File: src/cl2d_pkg.sv
`timescale 1ns / 1ps

package cl2d_pkg;

    // frame layout
    localparam int HEADER_BYTES    = 10;
    localparam int LINES_AT_OFFSET = 32;                       // power of two
    localparam int LINES_SHIFT     = $clog2(LINES_AT_OFFSET);
    localparam int OFFSET_LO_POS   = 2;
    localparam int OFFSET_HI_POS   = 3;

    // field and state widths
    localparam int BYTE_W  = 8;
    localparam int RUN_W   = 7;
    localparam int POS_W   = 16;
    localparam int LIT_W   = 7;
    localparam int FILL_W  = 6;
    localparam int TOTAL_W = 23;
    localparam int WIDTH_W = 18;

    // command decoding
    localparam int LIT_LIMIT  = 65;    // 256 - cmd up to this is a literal count
    localparam int FILL_BASE  = 65;    // fill length is (256 - cmd) - this

    localparam logic [TOTAL_W-1:0] TOTAL_MAX = '1;
    localparam logic [WIDTH_W-1:0] WIDTH_MAX = '1;

    // one decoded result between decoder and output register
    typedef struct packed {
        logic               emit;
        logic [RUN_W-1:0]   run_length;
        logic [BYTE_W-1:0]  color_index;
        logic               is_transparent;
        logic               frame_end;
        logic [WIDTH_W-1:0] frame_width;
        logic               width_valid;
    } result_t;

endpackage

File: src/cl2d_decode.sv
`timescale 1ns / 1ps

module cl2d_decode
    import cl2d_pkg::*;
(
    input  logic              clk,
    input  logic              rst_n,
    input  logic              advance,
    input  logic [BYTE_W-1:0] data_byte,
    input  logic              frame_last,
    output result_t           result
);

    typedef enum logic [1:0] {
        MODE_COMMAND = 2'd0,
        MODE_LITERAL = 2'd1,
        MODE_FILL    = 2'd2
    } mode_t;

    mode_t              mode_reg,   mode_next;
    logic [POS_W-1:0]   pos_reg,    pos_next;
    logic [LIT_W-1:0]   lit_reg,    lit_next;
    logic [FILL_W-1:0]  fill_reg,   fill_next;
    logic [TOTAL_W-1:0] total_reg,  total_next;
    logic [POS_W-1:0]   offset_reg, offset_next;
    logic [WIDTH_W-1:0] width_reg,  width_next;
    logic               seen_reg,   seen_next;

    logic [8:0]         neg_cmd;
    logic [8:0]         add_cnt;
    logic [TOTAL_W:0]   total_sum;
    logic [TOTAL_W-1:0] quot;
    logic [LIT_W-1:0]   lit_dec;
    logic [RUN_W-1:0]   run;
    logic [BYTE_W-1:0]  color;
    logic               trans;

    assign neg_cmd   = 9'd256 - {1'b0, data_byte};
    assign quot      = total_reg >> LINES_SHIFT;
    assign lit_dec   = (lit_reg != '0) ? lit_reg - LIT_W'(1) : lit_reg;
    assign total_sum = {1'b0, total_reg} + (TOTAL_W + 1)'(add_cnt);

    always_comb
    begin
        mode_next   = mode_reg;
        lit_next    = lit_reg;
        fill_next   = fill_reg;
        offset_next = offset_reg;
        width_next  = width_reg;
        seen_next   = seen_reg;
        add_cnt     = '0;
        run         = '0;
        color       = '0;
        trans       = 1'b0;

        if (pos_reg < POS_W'(HEADER_BYTES))
        begin
            if (pos_reg == POS_W'(OFFSET_LO_POS))
                offset_next[7:0] = data_byte;
            else if (pos_reg == POS_W'(OFFSET_HI_POS))
                offset_next[15:8] = data_byte;
        end
        else
        begin
            case (mode_reg)
                MODE_LITERAL:
                begin
                    run      = RUN_W'(1);
                    color    = data_byte;
                    lit_next = lit_dec;
                    if (lit_dec == '0)
                        mode_next = MODE_COMMAND;
                end
                MODE_FILL:
                begin
                    run       = RUN_W'(fill_reg);
                    color     = data_byte;
                    fill_next = '0;
                    mode_next = MODE_COMMAND;
                end
                default:
                begin
                    // width is taken from the total before this command
                    if (!seen_reg && pos_reg == offset_reg)
                    begin
                        width_next = (quot > TOTAL_W'(WIDTH_MAX)) ? WIDTH_MAX
                                                                : quot[WIDTH_W-1:0];
                        seen_next  = 1'b1;
                    end
                    if (!data_byte[7])
                    begin
                        run       = data_byte[RUN_W-1:0];
                        trans     = (data_byte != '0);
                        add_cnt   = {1'b0, data_byte};
                        mode_next = MODE_COMMAND;
                    end
                    else if (neg_cmd <= 9'(LIT_LIMIT))
                    begin
                        lit_next  = neg_cmd[LIT_W-1:0];
                        mode_next = MODE_LITERAL;
                        add_cnt   = neg_cmd;
                    end
                    else
                    begin
                        add_cnt   = neg_cmd - 9'(FILL_BASE);
                        fill_next = add_cnt[FILL_W-1:0];
                        mode_next = MODE_FILL;
                    end
                end
            endcase
        end

        total_next = (total_sum > {1'b0, TOTAL_MAX}) ? TOTAL_MAX
                                                      : total_sum[TOTAL_W-1:0];
        pos_next   = (pos_reg != '1) ? pos_reg + POS_W'(1) : pos_reg;

        result.emit           = (run != '0) || frame_last;
        result.run_length     = run;
        result.color_index    = color;
        result.is_transparent = trans;
        result.frame_end      = frame_last;
        result.frame_width    = (frame_last && seen_next) ? width_next : '0;
        result.width_valid    = frame_last && seen_next;
    end

    always_ff @(posedge clk or negedge rst_n)
    begin
        if (!rst_n)
        begin
            mode_reg   <= MODE_COMMAND;
            pos_reg    <= '0;
            lit_reg    <= '0;
            fill_reg   <= '0;
            total_reg  <= '0;
            offset_reg <= '0;
            width_reg  <= '0;
            seen_reg   <= 1'b0;
        end
        else if (advance)
        begin
            if (frame_last)
            begin
                // next byte opens a new frame
                mode_reg   <= MODE_COMMAND;
                pos_reg    <= '0;
                lit_reg    <= '0;
                fill_reg   <= '0;
                total_reg  <= '0;
                offset_reg <= '0;
                width_reg  <= '0;
                seen_reg   <= 1'b0;
            end
            else
            begin
                mode_reg   <= mode_next;
                pos_reg    <= pos_next;
                lit_reg    <= lit_next;
                fill_reg   <= fill_next;
                total_reg  <= total_next;
                offset_reg <= offset_next;
                width_reg  <= width_next;
                seen_reg   <= seen_next;
            end
        end
    end

endmodule

File: src/cl2_rle_frame_decoder_core.sv
`timescale 1ns / 1ps

// run-length sprite frame decoder: takes one compressed byte per beat on the
// slave stream, header included, with tlast on the final byte of the frame,
// and returns one beat per pixel run on the master stream (transparent runs,
// single literal palette indices and fill runs). zero-length transparent
// commands, header bytes and the command bytes that open a literal or fill run
// produce no beat unless they close the frame; a fill command cut off by the
// frame end yields no run. the beat for the frame's
// last byte carries tlast and, in its width field, the pixel total at the
// header's line offset divided by the line count, with a valid flag that is
// low when that offset never landed on a command byte. throughput is one byte
// per clock while the master side accepts: a byte waits in the input register
// while the single decode stage updates its small mode and count registers,
// and its result is written to the output register, from which the result
// beat is presented on the master side. stalls on the master side hold
// both registers, and the slave side keeps accepting as long as the input
// register can move on.
module cl2_rle_frame_decoder_core
    import cl2d_pkg::*;
(
    input  logic        clk,
    input  logic        rst_n,

    input  logic        s_tvalid,
    output logic        s_tready,
    input  logic [7:0]  s_tdata,   // [7:0] data_byte
    input  logic        s_tlast,   // frame_last

    output logic        m_tvalid,
    input  logic        m_tready,
    output logic [39:0] m_tdata,   // [6:0] run_length, [14:7] color_index,
                                   // [32:15] frame_width, [39:33] zero
    output logic [1:0]  m_tuser,   // [0] is_transparent, [1] width_valid
    output logic        m_tlast    // frame_end
);

    // input register
    logic              in_valid_reg, in_valid_next;
    logic [BYTE_W-1:0] in_data_reg;
    logic              in_last_reg;

    // output register
    logic    out_valid_reg, out_valid_next;
    result_t out_reg;

    logic    advance;
    logic    load_out;
    result_t dec_result;

    // the decode stage moves whenever the output register is free or draining
    assign advance  = in_valid_reg && (!out_valid_reg || m_tready);
    assign load_out = advance && dec_result.emit;
    assign s_tready = !in_valid_reg || advance;

    cl2d_decode u_decode (
        .clk        (clk),
        .rst_n      (rst_n),
        .advance    (advance),
        .data_byte  (in_data_reg),
        .frame_last (in_last_reg),
        .result     (dec_result)
    );

    always_comb
    begin
        in_valid_next = in_valid_reg;
        if (s_tvalid && s_tready)
            in_valid_next = 1'b1;
        else if (advance)
            in_valid_next = 1'b0;

        out_valid_next = out_valid_reg;
        if (load_out)
            out_valid_next = 1'b1;
        else if (m_tready)
            out_valid_next = 1'b0;
    end

    always_ff @(posedge clk or negedge rst_n)
    begin
        if (!rst_n)
        begin
            in_valid_reg  <= 1'b0;
            out_valid_reg <= 1'b0;
        end
        else
        begin
            in_valid_reg  <= in_valid_next;
            out_valid_reg <= out_valid_next;
        end
    end

    // payload registers, no reset needed
    always_ff @(posedge clk)
    begin
        if (s_tvalid && s_tready)
        begin
            in_data_reg <= s_tdata;
            in_last_reg <= s_tlast;
        end
        if (load_out)
            out_reg <= dec_result;
    end

    assign m_tvalid = out_valid_reg;
    assign m_tdata  = {7'd0, out_reg.frame_width, out_reg.color_index, out_reg.run_length};
    assign m_tuser  = {out_reg.width_valid, out_reg.is_transparent};
    assign m_tlast  = out_reg.frame_end;

`ifndef ASSERT_OFF
    // every beat is either a real run or the frame end report
    a_no_empty_beat: assert property (@(posedge clk) disable iff (!rst_n)
        m_tvalid |-> (m_tdata[6:0] != 7'd0) || m_tlast)
        else $error("empty run beat without frame end");

    // width is only reported with the frame end
    a_width_on_end: assert property (@(posedge clk) disable iff (!rst_n)
        (m_tvalid && m_tuser[1]) |-> m_tlast)
        else $error("width valid outside frame end");

    // transparent runs carry no color and are never empty
    a_transparent: assert property (@(posedge clk) disable iff (!rst_n)
        (m_tvalid && m_tuser[0]) |-> (m_tdata[14:7] == 8'd0) && (m_tdata[6:0] != 7'd0))
        else $error("bad transparent run");

    // an empty input register always takes a beat
    a_ready_when_empty: assert property (@(posedge clk) disable iff (!rst_n)
        !in_valid_reg |-> s_tready)
        else $error("input stall with empty input register");
`endif

endmodule
File: config.mk
export PLATFORM = sky130hd
export DESIGN_NAME = cl2_rle_frame_decoder_core
export DESIGN_NICKNAME = d
export VERILOG_FILES = /design/src/cl2d_pkg.sv /design/src/cl2d_decode.sv /design/src/cl2_rle_frame_decoder_core.sv
export SDC_FILE = /design/constraint.sdc
export NUM_CORES = 1
export LEC_CHECK = 0
export ABC_AREA = 1
export BUFFER_PORTS_ARGS = -buffer_cell sky130_fd_sc_hd__buf_2
export CAP_MARGIN = 20
export CORE_ASPECT_RATIO = 1.2
export CORE_MARGIN = 1
export CORE_UTILIZATION = 50
export CTS_CLUSTER_DIAMETER = 80
export DETAILED_ROUTE_END_ITERATION = 6
export PLACE_DENSITY = 0.8
export SYNTH_ARGS = -nofsm -noshare
export SYNTH_HDL_FRONTEND = slang
export SYNTH_HIERARCHICAL = 1
export SYNTH_SLANG_ARGS = --single-unit
File: constraint.sdc
create_clock -name clk -period 9.4 [get_ports clk]
set_input_delay 0.47 -clock clk [delete_from_list [all_inputs] [get_ports clk]]
set_output_delay 0.47 -clock clk [all_outputs]
set_load 0.03 [all_outputs]
==> flow_summary.json <==
{
  "status": "complete, no violations",
  "power.internal_mw": 1.36,
  "top_layer_used": "met4",
  "drc": 0,
  "synth.most_common_cell": "nand2_1",
  "grt_usage_pct": 25.6,
  "overflow": 0,
  "ios": 58,
  "switching_power_mw": 0.597,
  "synthTopCellsByArea": "dfrtp_1 28%, edfxtp_1 17%, nand2_1 13%",
  "dp_hpwl_mm": 14.1,
  "placed_area_um2": 8410,
  "area_growth_pct": 13.6,
  "ctsResizeCount": 0,
  "viasPerCell": 5.57,
  "antenna_cells": 0,
  "finalSetupViolations": 0,
  "cts_sinks": 136,
  "hold_depth": 1,
  "fill_cells": 1352,
  "power_density_nw_per_um2": 214,
  "clk_pin_slew_ns": 0.06,
  "regArea_um2": 3630,
  "grt_max_degree": 60,
  "postCtsSetupRepairBufs": 0,
  "synth_seq_cells": 136,
  "r2r-start": "in_data_reg[0]",
  "worstReg2RegEnd": "u_decode/total_reg[18]",
  "fin_skew_ns": 0.00943,
  "hp-start": "s_tdata[3]",
  "dp_slack_ns": 5.08,
  "antenna_found_initial": 0,
  "utilization_pct": 58.3,
  "finalHoldViolCount": 0,
  "cts_tree": "built",
  "reg2reg_slack_ns": 4.96,
  "ys_seq_area_share_pct": 45.0,
  "core_um2": 15700,
  "power.share.clock_pct": 40.9,
  "portBuffers": 50,
  "met1_length_mm": 8.55,
  "worstRegToRegCells": 24,
  "die_h_um": 141,
  "wl_met3_mm": 1.37,
  "drive_gt1_share_pct": 13.4,
  "syn_avg_cell_area_um2": 7.85,
  "synth_area_leader_cell": "dfrtp_1",
  "startpoint_type": "register",
  "start_util_pct": 51.3,
  "required_ns": 9.71,
  "first_pass_iters": 6,
  "clock.fmax_mhz": 225,
  "worstSetupEndpointType": "register",
  "hold_end": "in_data_reg[3]",
  "synth.distinct_cells": 48,
  "pwr-share-seq_pct": 37.7,
  "min_path_type": "in -> reg",
  "yosysTopAreaCellShare_pct": 28.3,
  "root_buffer": "clkbuf_16",
  "switching_share_pct": 30.5,
  "syn_inst": 1026,
  "period_share_pct": 47.3,
  "ys.flop_type": "dfrtp_1",
  "fin_ws_ns": 4.96,
  "wl_mm": 20.4,
  "first_iter_violations": 896,
  "cp_max_fo": 10,
  "multi_input_area_um2": 3760,
  "power.leakage_nw": 4.32,
  "async_flop_share_pct": 66.9,
  "ant_nets": 0,
  "final_nets": 1100,
  "setup_tns_ns": 0,
  "gp_congestion": 0.926,
  "drv_slew": 0,
  "numCtsBuffers": 17,
  "wl_met2_mm": 9.95,
  "tightest_slew_ns": 0.926,
  "h-tree-depth": 4,
  "num_vias": 7181,
  "irDropWorstVdd_v": 0.000123,
  "combPwrFrac_pct": 21.4,
  "synth_edf_count": 45,
  "largest_reg_flops": 33,
  "wl_per_cell_um": 15.8,
  "cap_violations": 0,
  "num_rows": 50,
  "ys_warn_count": 6,
  "worstPathArrival_ns": 4.76,
  "rsz0062_at_grt": "no",
  "path_class": "reg -> reg",
  "max-clock-path-buffers": 2,
  "yosys-top-cells-count": "283 x nand2_1, 117 x inv_1, 91 x dfrtp_1",
  "final.min_clock_period_ns": 4.44,
  "clk_latency_ns": 0.43,
  "synth_area_um2": 8060,
  "grt_pass1_vias": 6840,
  "fp.dieW_um": 118,
  "design_area_um2": 9150,
  "dieArea_um2": 16600,
  "grt_first_pass_wirelength_mm": 33.4,
  "slew_headroom_pct": 38.1
}
## power by group through the flow
stage / clock, mW / sequential, mW / combinational [mW]
2_1_floorplan: 0 / 0.750 / 0.293
3_3_place_gp: 0 / 0.744 / 0.397
3_5_place_dp: 0 / 0.746 / 0.406
4_1_cts: 0.814 / 0.738 / 0.411
5_1_grt: 0.840 / 0.746 / 0.464
6_report: 0.801 / 0.738 / 0.418
## cells by family after synthesis
kind of cell / share of synthesized area [%]
fa+ha+maj: 2.89
other cells: 0.0465
xor+xnor: 3.59
simple gates: 32.0
buf+inv: 8.74
compound gates: 7.73
flops: 45.0
## what timing repair did
action | in CTS | in global routing
endpoints found under the hold margin | 29 | 0
setup endpoints to repair | 0 | 0
hold buffers | 1 | 0
## layout make-up
type / instances / share of cell area (%)
multi-input combinational: 732 / 41.1
tap: 208 / 2.84
timing repair buffer: 55 / 3.42
clock buffer: 18 / 4.69
inverter: 127 / 5.26
clock inverter: 13 / 3.01
sequential: 136 / 39.7
## cell usage in the layout (no fill, tap or decap), types with 7 or more instances in the layout
| cell | netlist | final |
|---|---|---|
| o21ai_0 | 60 | 60 |
| buf_2 | 12 | 49 |
| inv_1 | 117 | 117 |
| a21oi_1 | 22 | 22 |
| nand4_1 | 46 | 46 |
| xnor2_1 | 16 | 16 |
| inv_2 | 8 | 8 |
| edfxtp_1 | 45 | 45 |
| nor2_1 | 90 | 88 |
| nand2_2 | 15 | 15 |
| nand3_1 | 75 | 75 |
| clkbuf_16 | 0 | 17 |
| nor3_1 | 18 | 18 |
| nand2_1 | 283 | 283 |
| dfrtp_1 | 91 | 91 |
| nor2_2 | 16 | 16 |
| bufinv_16 | 0 | 8 |
| conb_1 | 1 | 7 |
| ha_1 | 17 | 17 |
| xor2_1 | 17 | 17 |
## metrics by stage
stage | instances | power (mW) | hold WS, ns
finish | 1289 | 1.96 | 0.215
global route | 1289 | 2.05 | 0.206
CTS | 1288 | 1.96 | 0.199
detailed placement | 1256 | 1.15 | 0.452
global placement | 1256 | 1.14 | 0.443
floorplan | 1032 | 1.04 | 0.174
## how the worst max path moves through the flow
stage               slack (ns)  depth (start not counted)      startpoint                endpoint
floorplan                 5.79                         23  in_data_reg[0]  u_decode/total_reg[18]
global placement          5.18                         24  in_data_reg[0]  u_decode/total_reg[18]
detailed placement        5.08                         24  in_data_reg[0]  u_decode/total_reg[18]
CTS                       5.07                         24  in_data_reg[0]  u_decode/total_reg[18]
global route              4.57                         24  in_data_reg[0]  u_decode/total_reg[18]
finish                    4.96                         24  in_data_reg[0]  u_decode/total_reg[18]
## per-layer routing
metal | track usage, % | vias up
li1 | - | 3430
met3 | 4.81 | 52
met5 | 0 | -
met1 | 32.6 | 3371
met4 | 11.8 | 0
met2 | 42.2 | 328
## worst max-delay path, cell delays in order (launching register included)
cell      delay, ns
edfxtp_1       0.52
inv_1          0.20
ha_1           0.33
inv_1          0.08
nand2_1        0.05
nand2_2        0.13
nand3_2        0.12
nor2_2         0.15
nand3_2        0.09
nand3_2        0.12
nand2_4        0.13
nand2_4        0.12
nand2_1        0.06
a21oi_1        0.18
ha_1           0.19
inv_1          0.06
fa_1           0.41
o21ai_0        0.42
a21oi_1        0.22
o22ai_1        0.39
nand2_1        0.09
nand2_1        0.07
nand3_1        0.06
nand2_1        0.08
nand2_1        0.06
(Power assumes the default switching activity.)
